**config.mk**
```make
export PLATFORM = sky130hd
export DESIGN_NAME = led_pattern_effect_engine
export DESIGN_NICKNAME = d
export VERILOG_FILES = /design/src/rtl/lpe_pkg.sv /design/src/rtl/led_pattern_effect_engine.sv /design/src/rtl/lpe_cfg.sv /design/src/rtl/lpe_timer.sv /design/src/rtl/lpe_effect.sv
export SDC_FILE = /design/constraint.sdc
export NUM_CORES = 1
export LEC_CHECK = 0
export BUFFER_PORTS_ARGS = -buffer_cell sky130_fd_sc_hd__buf_2
export CELL_PAD_IN_SITES_DETAIL_PLACEMENT = 0
export CELL_PAD_IN_SITES_GLOBAL_PLACEMENT = 2
export CORE_MARGIN = 1.5
export CORE_UTILIZATION = 41
export DETAILED_ROUTE_END_ITERATION = 12
export GPL_ROUTABILITY_DRIVEN = 0
export GPL_TIMING_DRIVEN = 0
export PLACE_DENSITY_LB_ADDON = 0.2
export SLEW_MARGIN = 25
export SYNTH_ARGS = -nofsm -noshare
export SYNTH_HDL_FRONTEND = slang
export SYNTH_SLANG_ARGS = --single-unit
```
**constraint.sdc**
```tcl
create_clock -name clk -period 13.98 [get_ports clk]
set_input_delay 0.699 -clock clk [delete_from_list [all_inputs] [get_ports clk]]
set_output_delay 0.699 -clock clk [all_outputs]
set_load 0.05 [all_outputs]
```
**src/rtl/lpe_pkg.sv**
```systemverilog
// ----------------------------------------------------------------------------
// lpe_pkg
// Types and constants for the LED pattern effect engine.
// ----------------------------------------------------------------------------
`timescale 1ns / 1ps

package lpe_pkg;

  localparam int NUM_OUT    = 6;
  localparam int LEVEL_W    = 8;
  localparam int TIME_W     = 32;
  localparam int IV_W       = 16;
  localparam int INC_W      = 8;
  localparam int CFG_W      = 16;
  localparam int CFG_IDX_W  = 2;
  localparam int IN_DATA_W  = 32;
  localparam int OUT_DATA_W = NUM_OUT * LEVEL_W;

  localparam logic [LEVEL_W-1:0] LEVEL_FULL = 8'hFF;
  localparam logic [LEVEL_W-1:0] LEVEL_OFF  = 8'h00;

  localparam logic [IV_W-1:0]  RST_STEP_IV   = 16'd50;
  localparam logic [IV_W-1:0]  RST_BOUNCE_IV = 16'd30;
  localparam logic [INC_W-1:0] RST_FADE_INC  = 8'd15;

  localparam logic [CFG_IDX_W-1:0] REG_MODE      = 2'd0;
  localparam logic [CFG_IDX_W-1:0] REG_STEP_IV   = 2'd1;
  localparam logic [CFG_IDX_W-1:0] REG_BOUNCE_IV = 2'd2;
  localparam logic [CFG_IDX_W-1:0] REG_FADE_INC  = 2'd3;

  typedef enum logic [1:0] {
    MODE_OFF    = 2'd0,
    MODE_BOUNCE = 2'd1,
    MODE_FADE   = 2'd2,
    MODE_FILL   = 2'd3
  } mode_t;

  typedef struct packed {
    mode_t             mode;
    logic [IV_W-1:0]   step_iv;
    logic [IV_W-1:0]   bounce_iv;
    logic [INC_W-1:0]  fade_inc;
  } cfg_t;

endpackage

```
**src/rtl/led_pattern_effect_engine.sv**
```systemverilog
// ----------------------------------------------------------------------------
// led_pattern_effect_engine
// Pipeline: input register, then result register; a stalled result holds the input.
// Throughput: one tick per cycle unless the result stalls; single-pass state update.
// Reset (rst_n, sync): clears pipeline valids and effect state, loads defaults.
// ----------------------------------------------------------------------------
`timescale 1ns / 1ps

module led_pattern_effect_engine #(
  parameter int LED_COUNT = 6
) (
  input  logic                           clk,
  input  logic                           rst_n,
  input  logic                           in_tvalid,
  output logic                           in_tready,
  input  logic [lpe_pkg::IN_DATA_W-1:0]  in_tdata,   // [31:0] now_ms
  output logic                           out_tvalid,
  input  logic                           out_tready,
  output logic [lpe_pkg::OUT_DATA_W-1:0] out_tdata,  // level_0 .. level_5, 8b each
  output logic                           out_tuser,  // [0] stepped
  input  logic                           cfg_we,
  input  logic [lpe_pkg::CFG_IDX_W-1:0]  cfg_index,
  input  logic [lpe_pkg::CFG_W-1:0]      cfg_wdata
);
  import lpe_pkg::*;

  cfg_t                  cfg;
  logic                  in_valid_r;
  logic [TIME_W-1:0]     now_r;
  logic                  out_valid_r;
  logic [OUT_DATA_W-1:0] out_data_r;
  logic                  out_user_r;
  logic                  adv;
  logic                  due;
  logic [OUT_DATA_W-1:0] report_nxt;

  assign adv       = in_valid_r && (!out_valid_r || out_tready);
  assign in_tready = !in_valid_r || adv;

  lpe_cfg u_cfg (
    .clk       (clk),
    .rst_n     (rst_n),
    .cfg_we    (cfg_we),
    .cfg_index (cfg_index),
    .cfg_wdata (cfg_wdata),
    .cfg       (cfg)
  );

  lpe_timer u_timer (
    .clk   (clk),
    .rst_n (rst_n),
    .upd   (adv),
    .now   (now_r),
    .cfg   (cfg),
    .due   (due)
  );

  lpe_effect #(
    .LED_COUNT (LED_COUNT)
  ) u_effect (
    .clk        (clk),
    .rst_n      (rst_n),
    .upd        (adv),
    .due        (due),
    .cfg        (cfg),
    .report_nxt (report_nxt)
  );

  always_ff @(posedge clk) begin
    if (!rst_n) begin
      in_valid_r <= 1'b0;
    end else if (in_tvalid && in_tready) begin
      in_valid_r <= 1'b1;
    end else if (adv) begin
      in_valid_r <= 1'b0;
    end
  end

  always_ff @(posedge clk) begin
    if (in_tvalid && in_tready) begin
      now_r <= in_tdata[TIME_W-1:0];
    end
  end

  always_ff @(posedge clk) begin
    if (!rst_n) begin
      out_valid_r <= 1'b0;
    end else if (adv) begin
      out_valid_r <= 1'b1;
    end else if (out_tready) begin
      out_valid_r <= 1'b0;
    end
  end

  always_ff @(posedge clk) begin
    if (adv) begin
      out_data_r <= report_nxt;
      out_user_r <= due;
    end
  end

  assign out_tvalid = out_valid_r;
  assign out_tdata  = out_data_r;
  assign out_tuser  = out_user_r;

endmodule

```
**src/rtl/lpe_cfg.sv**
```systemverilog
// ----------------------------------------------------------------------------
// lpe_cfg
// Configuration register bank, written through the plain write port.
// ----------------------------------------------------------------------------
`timescale 1ns / 1ps

module lpe_cfg (
  input  logic                          clk,
  input  logic                          rst_n,
  input  logic                          cfg_we,
  input  logic [lpe_pkg::CFG_IDX_W-1:0] cfg_index,
  input  logic [lpe_pkg::CFG_W-1:0]     cfg_wdata,
  output lpe_pkg::cfg_t                 cfg
);
  import lpe_pkg::*;

  cfg_t cfg_r;

  always_ff @(posedge clk) begin
    if (!rst_n) begin
      cfg_r.mode      <= MODE_OFF;
      cfg_r.step_iv   <= RST_STEP_IV;
      cfg_r.bounce_iv <= RST_BOUNCE_IV;
      cfg_r.fade_inc  <= RST_FADE_INC;
    end else if (cfg_we) begin
      unique case (cfg_index)
        REG_MODE:      cfg_r.mode      <= mode_t'(cfg_wdata[1:0]);
        REG_STEP_IV:   cfg_r.step_iv   <= cfg_wdata[IV_W-1:0];
        REG_BOUNCE_IV: cfg_r.bounce_iv <= cfg_wdata[IV_W-1:0];
        REG_FADE_INC:  cfg_r.fade_inc  <= cfg_wdata[INC_W-1:0];
        default: ;
      endcase
    end
  end

  assign cfg = cfg_r;

endmodule

```
**src/rtl/lpe_timer.sv**
```systemverilog
// ----------------------------------------------------------------------------
// lpe_timer
// Shared step timestamp and wrapping elapsed-time compare.
// ----------------------------------------------------------------------------
`timescale 1ns / 1ps

module lpe_timer (
  input  logic                       clk,
  input  logic                       rst_n,
  input  logic                       upd,
  input  logic [lpe_pkg::TIME_W-1:0] now,
  input  lpe_pkg::cfg_t              cfg,
  output logic                       due
);
  import lpe_pkg::*;

  logic [TIME_W-1:0] last_r;
  logic [TIME_W-1:0] elapsed;
  logic [IV_W-1:0]   iv;

  assign elapsed = now - last_r;
  assign iv      = (cfg.mode == MODE_BOUNCE) ? cfg.bounce_iv : cfg.step_iv;
  assign due     = (cfg.mode != MODE_OFF) && (elapsed > {{(TIME_W-IV_W){1'b0}}, iv});

  always_ff @(posedge clk) begin
    if (!rst_n) begin
      last_r <= '0;
    end else if (upd && due) begin
      last_r <= now;
    end
  end

endmodule

```
**src/rtl/lpe_effect.sv**
```systemverilog
// ----------------------------------------------------------------------------
// lpe_effect
// Effect state and LED levels: off, bounce, fade and fill step logic.
// ----------------------------------------------------------------------------
`timescale 1ns / 1ps

module lpe_effect #(
  parameter int LED_COUNT = 6
) (
  input  logic                           clk,
  input  logic                           rst_n,
  input  logic                           upd,
  input  logic                           due,
  input  lpe_pkg::cfg_t                  cfg,
  output logic [lpe_pkg::OUT_DATA_W-1:0] report_nxt
);
  import lpe_pkg::*;

  localparam int IDX_W = $clog2(LED_COUNT);
  localparam logic [IDX_W-1:0] LAST = IDX_W'(LED_COUNT - 1);
  localparam logic [IDX_W-1:0] FIRST = '0;

  logic [LEVEL_W-1:0] level_r   [LED_COUNT];
  logic [LEVEL_W-1:0] level_nxt [LED_COUNT];

  logic [LEVEL_W-1:0] fade_lvl_r, fade_lvl_nxt;
  logic               fade_fall_r, fade_fall_nxt;
  logic [IDX_W-1:0]   bnc_idx_r, bnc_idx_nxt;
  logic               bnc_down_r, bnc_down_nxt;
  logic [IDX_W-1:0]   fill_idx_r, fill_idx_nxt;
  logic               fill_on_r, fill_on_nxt;
  logic               fill_rev_r, fill_rev_nxt;

  logic [IDX_W-1:0]   bnc_cur, fill_cur, bnc_mov;
  logic [LEVEL_W:0]   fade_sum;

  assign bnc_cur  = (bnc_idx_r > LAST) ? LAST : bnc_idx_r;
  assign fill_cur = (fill_idx_r > LAST) ? LAST : fill_idx_r;
  assign fade_sum = {1'b0, fade_lvl_r} + {1'b0, cfg.fade_inc};

  always_comb begin
    if (!bnc_down_r) begin
      bnc_mov = (bnc_cur < LAST) ? bnc_cur + 1'b1 : bnc_cur;
    end else begin
      bnc_mov = (bnc_cur > FIRST) ? bnc_cur - 1'b1 : bnc_cur;
    end
  end

  always_comb begin
    for (int i = 0; i < LED_COUNT; i++) begin
      level_nxt[i] = level_r[i];
    end
    fade_lvl_nxt  = fade_lvl_r;
    fade_fall_nxt = fade_fall_r;
    bnc_idx_nxt   = bnc_idx_r;
    bnc_down_nxt  = bnc_down_r;
    fill_idx_nxt  = fill_idx_r;
    fill_on_nxt   = fill_on_r;
    fill_rev_nxt  = fill_rev_r;

    unique case (cfg.mode)
      MODE_OFF: begin
        for (int i = 0; i < LED_COUNT; i++) begin
          level_nxt[i] = LEVEL_OFF;
        end
      end
      MODE_BOUNCE: begin
        if (due) begin
          for (int i = 0; i < LED_COUNT; i++) begin
            level_nxt[i] = (IDX_W'(i) == bnc_cur) ? LEVEL_FULL : LEVEL_OFF;
          end
          bnc_idx_nxt  = bnc_mov;
          bnc_down_nxt = ((bnc_mov == LAST) || (bnc_mov == FIRST)) ? !bnc_down_r
                                                                   : bnc_down_r;
        end
      end
      MODE_FADE: begin
        if (due) begin
          for (int i = 0; i < LED_COUNT; i++) begin
            level_nxt[i] = fade_lvl_r;
          end
          if (!fade_fall_r) begin
            if (fade_sum >= {1'b0, LEVEL_FULL}) begin
              fade_lvl_nxt  = LEVEL_FULL;
              fade_fall_nxt = 1'b1;
            end else begin
              fade_lvl_nxt = fade_sum[LEVEL_W-1:0];
            end
          end else begin
            if (fade_lvl_r <= cfg.fade_inc) begin
              fade_lvl_nxt  = LEVEL_OFF;
              fade_fall_nxt = 1'b0;
            end else begin
              fade_lvl_nxt = fade_lvl_r - cfg.fade_inc;
            end
          end
        end
      end
      MODE_FILL: begin
        if (due) begin
          for (int i = 0; i < LED_COUNT; i++) begin
            if (IDX_W'(i) == fill_cur) begin
              level_nxt[i] = fill_on_r ? LEVEL_FULL : LEVEL_OFF;
            end
          end
          fill_idx_nxt = fill_cur;
          if (!fill_rev_r) begin
            if (fill_cur == LAST) begin
              if (!fill_on_r) begin
                fill_rev_nxt = 1'b1;
                fill_on_nxt  = 1'b1;
              end else begin
                fill_idx_nxt = FIRST;
                fill_on_nxt  = 1'b0;
              end
            end else begin
              fill_idx_nxt = fill_cur + 1'b1;
            end
          end else begin
            if (fill_cur == FIRST) begin
              if (!fill_on_r) begin
                fill_rev_nxt = 1'b0;
                fill_on_nxt  = 1'b1;
              end else begin
                fill_idx_nxt = LAST;
                fill_on_nxt  = 1'b0;
              end
            end else begin
              fill_idx_nxt = fill_cur - 1'b1;
            end
          end
        end
      end
      default: ;
    endcase
  end

  always_ff @(posedge clk) begin
    if (!rst_n) begin
      for (int i = 0; i < LED_COUNT; i++) begin
        level_r[i] <= LEVEL_OFF;
      end
      fade_lvl_r  <= LEVEL_OFF;
      fade_fall_r <= 1'b0;
      bnc_idx_r   <= FIRST;
      bnc_down_r  <= 1'b0;
      fill_idx_r  <= FIRST;
      fill_on_r   <= 1'b1;
      fill_rev_r  <= 1'b0;
    end else if (upd) begin
      for (int i = 0; i < LED_COUNT; i++) begin
        level_r[i] <= level_nxt[i];
      end
      fade_lvl_r  <= fade_lvl_nxt;
      fade_fall_r <= fade_fall_nxt;
      bnc_idx_r   <= bnc_idx_nxt;
      bnc_down_r  <= bnc_down_nxt;
      fill_idx_r  <= fill_idx_nxt;
      fill_on_r   <= fill_on_nxt;
      fill_rev_r  <= fill_rev_nxt;
    end
  end

  // LEDs beyond the reported six are kept; missing ones report as off
  for (genvar j = 0; j < NUM_OUT; j++) begin : g_report
    if (j < LED_COUNT) begin : g_led
      assign report_nxt[j*LEVEL_W +: LEVEL_W] = level_nxt[j];
    end else begin : g_none
      assign report_nxt[j*LEVEL_W +: LEVEL_W] = LEVEL_OFF;
    end
  end

endmodule

```
# After elaboration in Yosys (flattened, before gate mapping)
# Memory sizes are Yosys's and may differ from the RTL's.
# Index checks and enable logic that the tools add are counted.
dict set report word_totals {
  output_inout_bits 51
  mem_bits_rw 48
  register_bits 175
  mem_count 1
  input_bits 55
  wordCells 141
  mem_bits_ro 0
  latch_bits 0
}
dict set report classes {
  n_shift 0
  mul 0
  n_mux 56
  add_sub_neg 7
  n_eq_ne 19
  div_mod_pow 0
  n_lt_le_gt_ge 7
  n_bitwise 6
  n_reduce_logical 28
}
# memory words width rd rd_ports_with_merged_regs write_ports line
set mem_list {}
lappend mem_list {u_effect.level_r 6 8 6 0 6 lpe_effect.sv:23} ;# logic [LEVEL_W-1:0] level_r [LED_COUNT];
# operator count
set op_table {}
lappend op_table {{one-hot mux 48 bit (4 select lines)} 1}
lappend op_table {{two-way mux 8 bit} 22}
lappend op_table {{two-way mux 48 bit} 3}
lappend op_table {{greater-than comparator 32 x 16 -> 1 bit} 1}
lappend op_table {{subtractor 32 bit} 1}
lappend op_table {{two-way mux 3 bit} 10}
lappend op_table {{two-way mux 1 bit} 19}
lappend op_table {{two-way mux 16 bit} 1}
lappend op_table {{== test 2 x 3 -> 1 bit (first input constant)} 4}
lappend op_table {{== test 3 bit (first input constant)} 4}
lappend op_table {{adder 8 x 8 -> 9 bit} 1}
lappend op_table {{>= comparator 9 x 8 -> 1 bit (second input constant)} 1}
lappend op_table {{logical NOT 3 bit} 3}
lappend op_table {{AND reduction 3 bit} 3}
lappend op_table {{== test 2 bit (second input constant)} 4}
lappend op_table {{<= comparator 8 bit} 1}
lappend op_table {{AND reduction 2 bit} 4}
lappend op_table {{nonzero test 2 bit} 4}
lappend op_table {{subtractor 8 bit} 1}
lappend op_table {{adder 3 x 1 -> 3 bit (second input constant)} 2}
lappend op_table {{== test 1 x 3 -> 1 bit (first input constant)} 2}
lappend op_table {{== test 3 bit (second input constant)} 2}
lappend op_table {{greater-than comparator 3 bit (second input constant)} 2}
lappend op_table {{OR 1 bit} 6}
lappend op_table {{other kinds (11)} 21}

# Logic depth before layout (Yosys ltp)
dict set report logic_depth {
  ltp_word 8
  mapped_depth 24
  mapped_depth_nobuf 20
}

# Cells and area by module
# From an unflattened synthesis, not the netlist that was laid out.
dict set report unflattened {
  cells_unflattened 1379
  hier_area_um2 13047.5
}
# mod area_each_um2 seq_area_each_um2 cells_each n_inst
set by_module_without_submodules {}
lappend by_module_without_submodules {lpe_effect 5028.6 1801.7 622 1}
lappend by_module_without_submodules {lpe_timer 3796.1 640.6 500 1}
lappend by_module_without_submodules {led_pattern_effect_engine 2536.2 2472.4 90 1}
lappend by_module_without_submodules {lpe_cfg 1686.6 840.8 167 1}

# Least setup slack after synthesis
# OpenSTA, ideal clock, no wires.
dict set report synth_path {
  path_kind {register to register}
  from {reg now_r[0]}
  to {mem u_effect.level_r[3][4] (netlist: u_effect.level_r[0][28]) (data pin)}
  synth_period_minus_slack_ns 4.725
  path_stages_with_launch 23
  setup_ns 0.255
  arrival_time_ns 4.470
  required_ns 13.725
  setup_slack_ns 9.255
  path_cell_list {edfxtp_1 inv_1 ha_1 fa_1 nand2b_1 a21oi_1 o21ai_1 o21bai_1 xor2_1 ha_1 nand4_1 nor2_1 a221o_1 o31a_1 a21oi_1 nand4_1 nor4_2 nand4_1 buf_2 buf_6 and3_4 o32a_1 and3_1}
}
# item line
set synth_rtl {}
lappend synth_rtl {{start, declared} led_pattern_effect_engine.sv:29} ;# logic [TIME_W-1:0] now_r;
lappend synth_rtl {{start signal, assigned} led_pattern_effect_engine.sv:81} ;# now_r <= in_tdata[TIME_W-1:0];
lappend synth_rtl {{end, declared} lpe_effect.sv:23}

==> summary.txt <==
CTS tree -> yes
Worst path bufs/invs -> 7
HP Start -> in_tdata[20]
Yosys cell types -> 73
Vias in the first global route -> 10,370
Most common cell after layout, fill and taps aside -> nand2_1
Most frequent cells in the layout -> nand2_1 (251), edfxtp_1 (129), buf_2 (128)
CTS Buf Count -> 27
Die Area -> 32,950 um2
Maximum number of pins on one net before global-route repair -> 49
Antenna Cells -> 0
Peak supply drop -> 0.09079 mV
Core area -> 31,470 um2
Syn Inst Count -> 1,403
Max frequency -> 164.2 MHz
CTS root buffer -> clkbuf_16
TritonRoute pass-1 iters -> 6
Setup TNS -> 0 ns
Worst-path clk slew -> 0.06 ns
Multi-input logic area -> 6626 um2
PD cells -> 112.1 nW/um2
Total power -> 1.699 mW
Fraction of registers with async set or reset after synthesis -> 0%
Clk_skew -> 0.01591 ns
Routed Antenna Nets -> 0
FF+latch count, synth -> 223
Top delay family on crit path -> buffers and inverters
Layout Nets -> 1,674
Worst skew pair latency -> 0.56 ns
Final hold slack -> 0.3091 ns
GRT Resource Usage Total -> 22.56%
Leading area contributor after synthesis -> edfxtp_1
Slew @ Worst Pin -> 0.8910 ns
Worst slew margin -> 40.38%
Clock Path Buffers -> 3
Crit path kind -> reg -> reg
Crit-path cells -> clkbuf_1 -> nor2b_1 -> clkbuf_1 -> clkbuf_1 -> mux2i_1 -> ha_1 -> a21oi_1 -> nand3_1 -> a221o_1 -> o31a_1 -> a21oi_1 -> nand4_1 -> nor4_2 -> nand4_1 -> buf_2 -> buf_2 -> buf_2 -> buf_2 -> mux2i_1 -> nor3_1
Post-DP HPWL -> 27,560 um
Post-synth top area share -> 29.65%
Critical path startpoint category -> register
# setup viols final -> 0
Fin crit share -> 43.57%
Max H-tree Level -> 1
Port buffer count -> 105
Worst path max stage delay -> 0.65 ns
Vias per cell -> 5.433
RSZ-0062 raised after global routing -> no
Synthesis-to-layout area growth -> 16.00%
Initial DRC Count -> 579
CP arrival -> 6.36 ns
Outcome -> completed
Final hold vios -> 0
First-pass GRT wire length -> 58,510 um
Min cycle time layout -> 6.091 ns
Crit-path max FO -> 10
CP Capture Type -> register
CTS Hold Buffers Added -> 0
Syn Nets -> 1,537
Drt drc -> 0
Critical Path RT -> 14.25 ns
Reg area -> 5756 um2
Hold Path End -> now_r[20]
Fin. max-slew vios -> 0
Register-to-Register Path Depth -> 20
Hold path cells -> 1
TritonCTS Sinks -> 223
Largest cells by area after synthesis -> edfxtp_1 (30%), dfxtp_1 (14%), ha_1 (7.3%), nand2_1 (7.2%), a21oi_1 (4.6%)
Reg2reg end -> u_effect.level_r[0][2]
Postcts setup bufs -> 0
Grt ovf -> 0
R2R setup slack -> 7.89 ns
Number of flops mapped to enable cells by yosys -> 129
DR WL/cell -> 18.88 um
Average size of a mapped cell -> 9.313 um2
Vias -> 10,660
Worst setup startpoint -> u_cfg.cfg[41]
Filler cell count -> 3,023
Die Y -> 181.5 um
Cell leakage power -> 5.859 nW
Final wirelength -> 37,030 um
Most used cell, CP -> buf_2
Netlist Area Pre-Place -> 13,070 um2
CTS resizes -> 0
Ys Warns -> 0
Slowest library cell on the worst path -> clkbuf_1
Initial Utilization -> 41.51%
Share of cells above drive strength 1 -> 13.98%
Hold Crit Class -> in -> reg
Top Ports -> 106
Number of core rows -> 65
RR Startpoint -> u_cfg.cfg[41]
Antenna violations before repair -> 0
Die Wd -> 181.5 um
Synth Flop Type -> edfxtp_1
Seq/Total Area, Yosys -> 44.05%
Max-Cap Viols -> 0
-- per-stage QoR --
| step | instance area, um2 | setup WS (ns) | std cells | util (%) |
|---|---|---|---|---|
| after floorplan | 13070 | 9.255 | 1403 | - |
| after global placement | 14090 | 7.954 | 1910 | 44.78 |
| after detailed placement | 14180 | 7.920 | 1913 | 45.05 |
| after CTS | 15160 | 7.901 | 1961 | 48.16 |
| after global routing | 15160 | 7.607 | 1961 | 48.16 |
| final | 15160 | 7.889 | 1961 | 48.16 |
-- cells by family after synthesis --
family	Yosys count	share of synthesized area, %
xor+xnor	33	2.212
mux	34	2.624
fa+ha+maj	79	7.737
flops	223	44.05
compound gates	391	21.39
buf+inv	172	5.305
simple gates	471	16.68
-- state kept, by name (all words and copies together), names as in the netlist --
signal                count
out_tdata                48
u_effect.fade_lvl_r       8
u_effect.fill_idx_r       3
u_cfg.cfg                42
u_effect.level_r         48
u_effect.bnc_down_r       1
u_effect.fill_on_r        1
out_tvalid                1
out_tuser                 1
u_effect.fill_rev_r       1
in_valid_r                1
now_r                    32
u_effect.bnc_idx_r        3
u_timer.last_r           32
u_effect.fade_fall_r      1
-- power breakdown --
part / internal [mW] / total (mW) / switching [mW]
Clock: 0.491 / 0.775 / 0.284
Combinational: 0.0648 / 0.194 / 0.129
Sequential: 0.719 / 0.730 / 0.0111
Total: 1.28 / 1.70 / 0.424
-- final cells by class --
| type | count | area share, % |
|---|---|---|
| clock buffer | 31 | 4.689 |
| sequential | 223 | 37.97 |
| timing repair buffer | 108 | 3.962 |
| tap | 402 | 3.318 |
| inverter | 77 | 1.907 |
| multi-input combinational | 1008 | 43.72 |
| buffer | 95 | 2.666 |
| clock inverter | 17 | 1.767 |
-- layer usage --
layer	track usage (%)	wire, um
met5	0	0
met4	8.000	1431
met3	3.490	1602
met2	39.28	17740
met1	28.36	16260
-- synth_stat cells, types with 4 or more instances --
library cell / instances
nand2_1: 252
buf_1: 9
mux2i_1: 32
nor2b_1: 12
o21ai_0: 36
edfxtp_1: 129
o221a_2: 16
a21oi_1: 120
o21bai_1: 10
or2_2: 4
ha_1: 76
o21a_1: 8
and2_1: 6
o2111ai_1: 4
xor2_1: 13
buf_2: 23
xnor2_1: 20
dfxtp_1: 94
inv_1: 77
a21boi_1: 10
a21o_1: 16
o211ai_1: 23
o31ai_1: 7
a211oi_1: 6
a21boi_0: 63
o21ai_1: 4
o32a_1: 28
nor4_1: 5
nand4_1: 25
clkbuf_1: 60
nor3_1: 16
nor2_1: 52
and3_1: 44
nand2b_1: 15
nand3_1: 21
-- how the worst max path moves through the flow --
stage                              endpoint  slack, ns  depth (start not counted)
floorplan           u_effect.level_r[0][28]       9.25                         22
global placement     u_effect.level_r[0][2]       7.95                         20
detailed placement   u_effect.level_r[0][2]       7.92                         20
CTS                  u_effect.level_r[0][2]       7.90                         20
global route         u_effect.level_r[0][2]       7.61                         20
finish               u_effect.level_r[0][2]       7.89                         20
No activity file was read; power rests on OpenSTA's default activity.
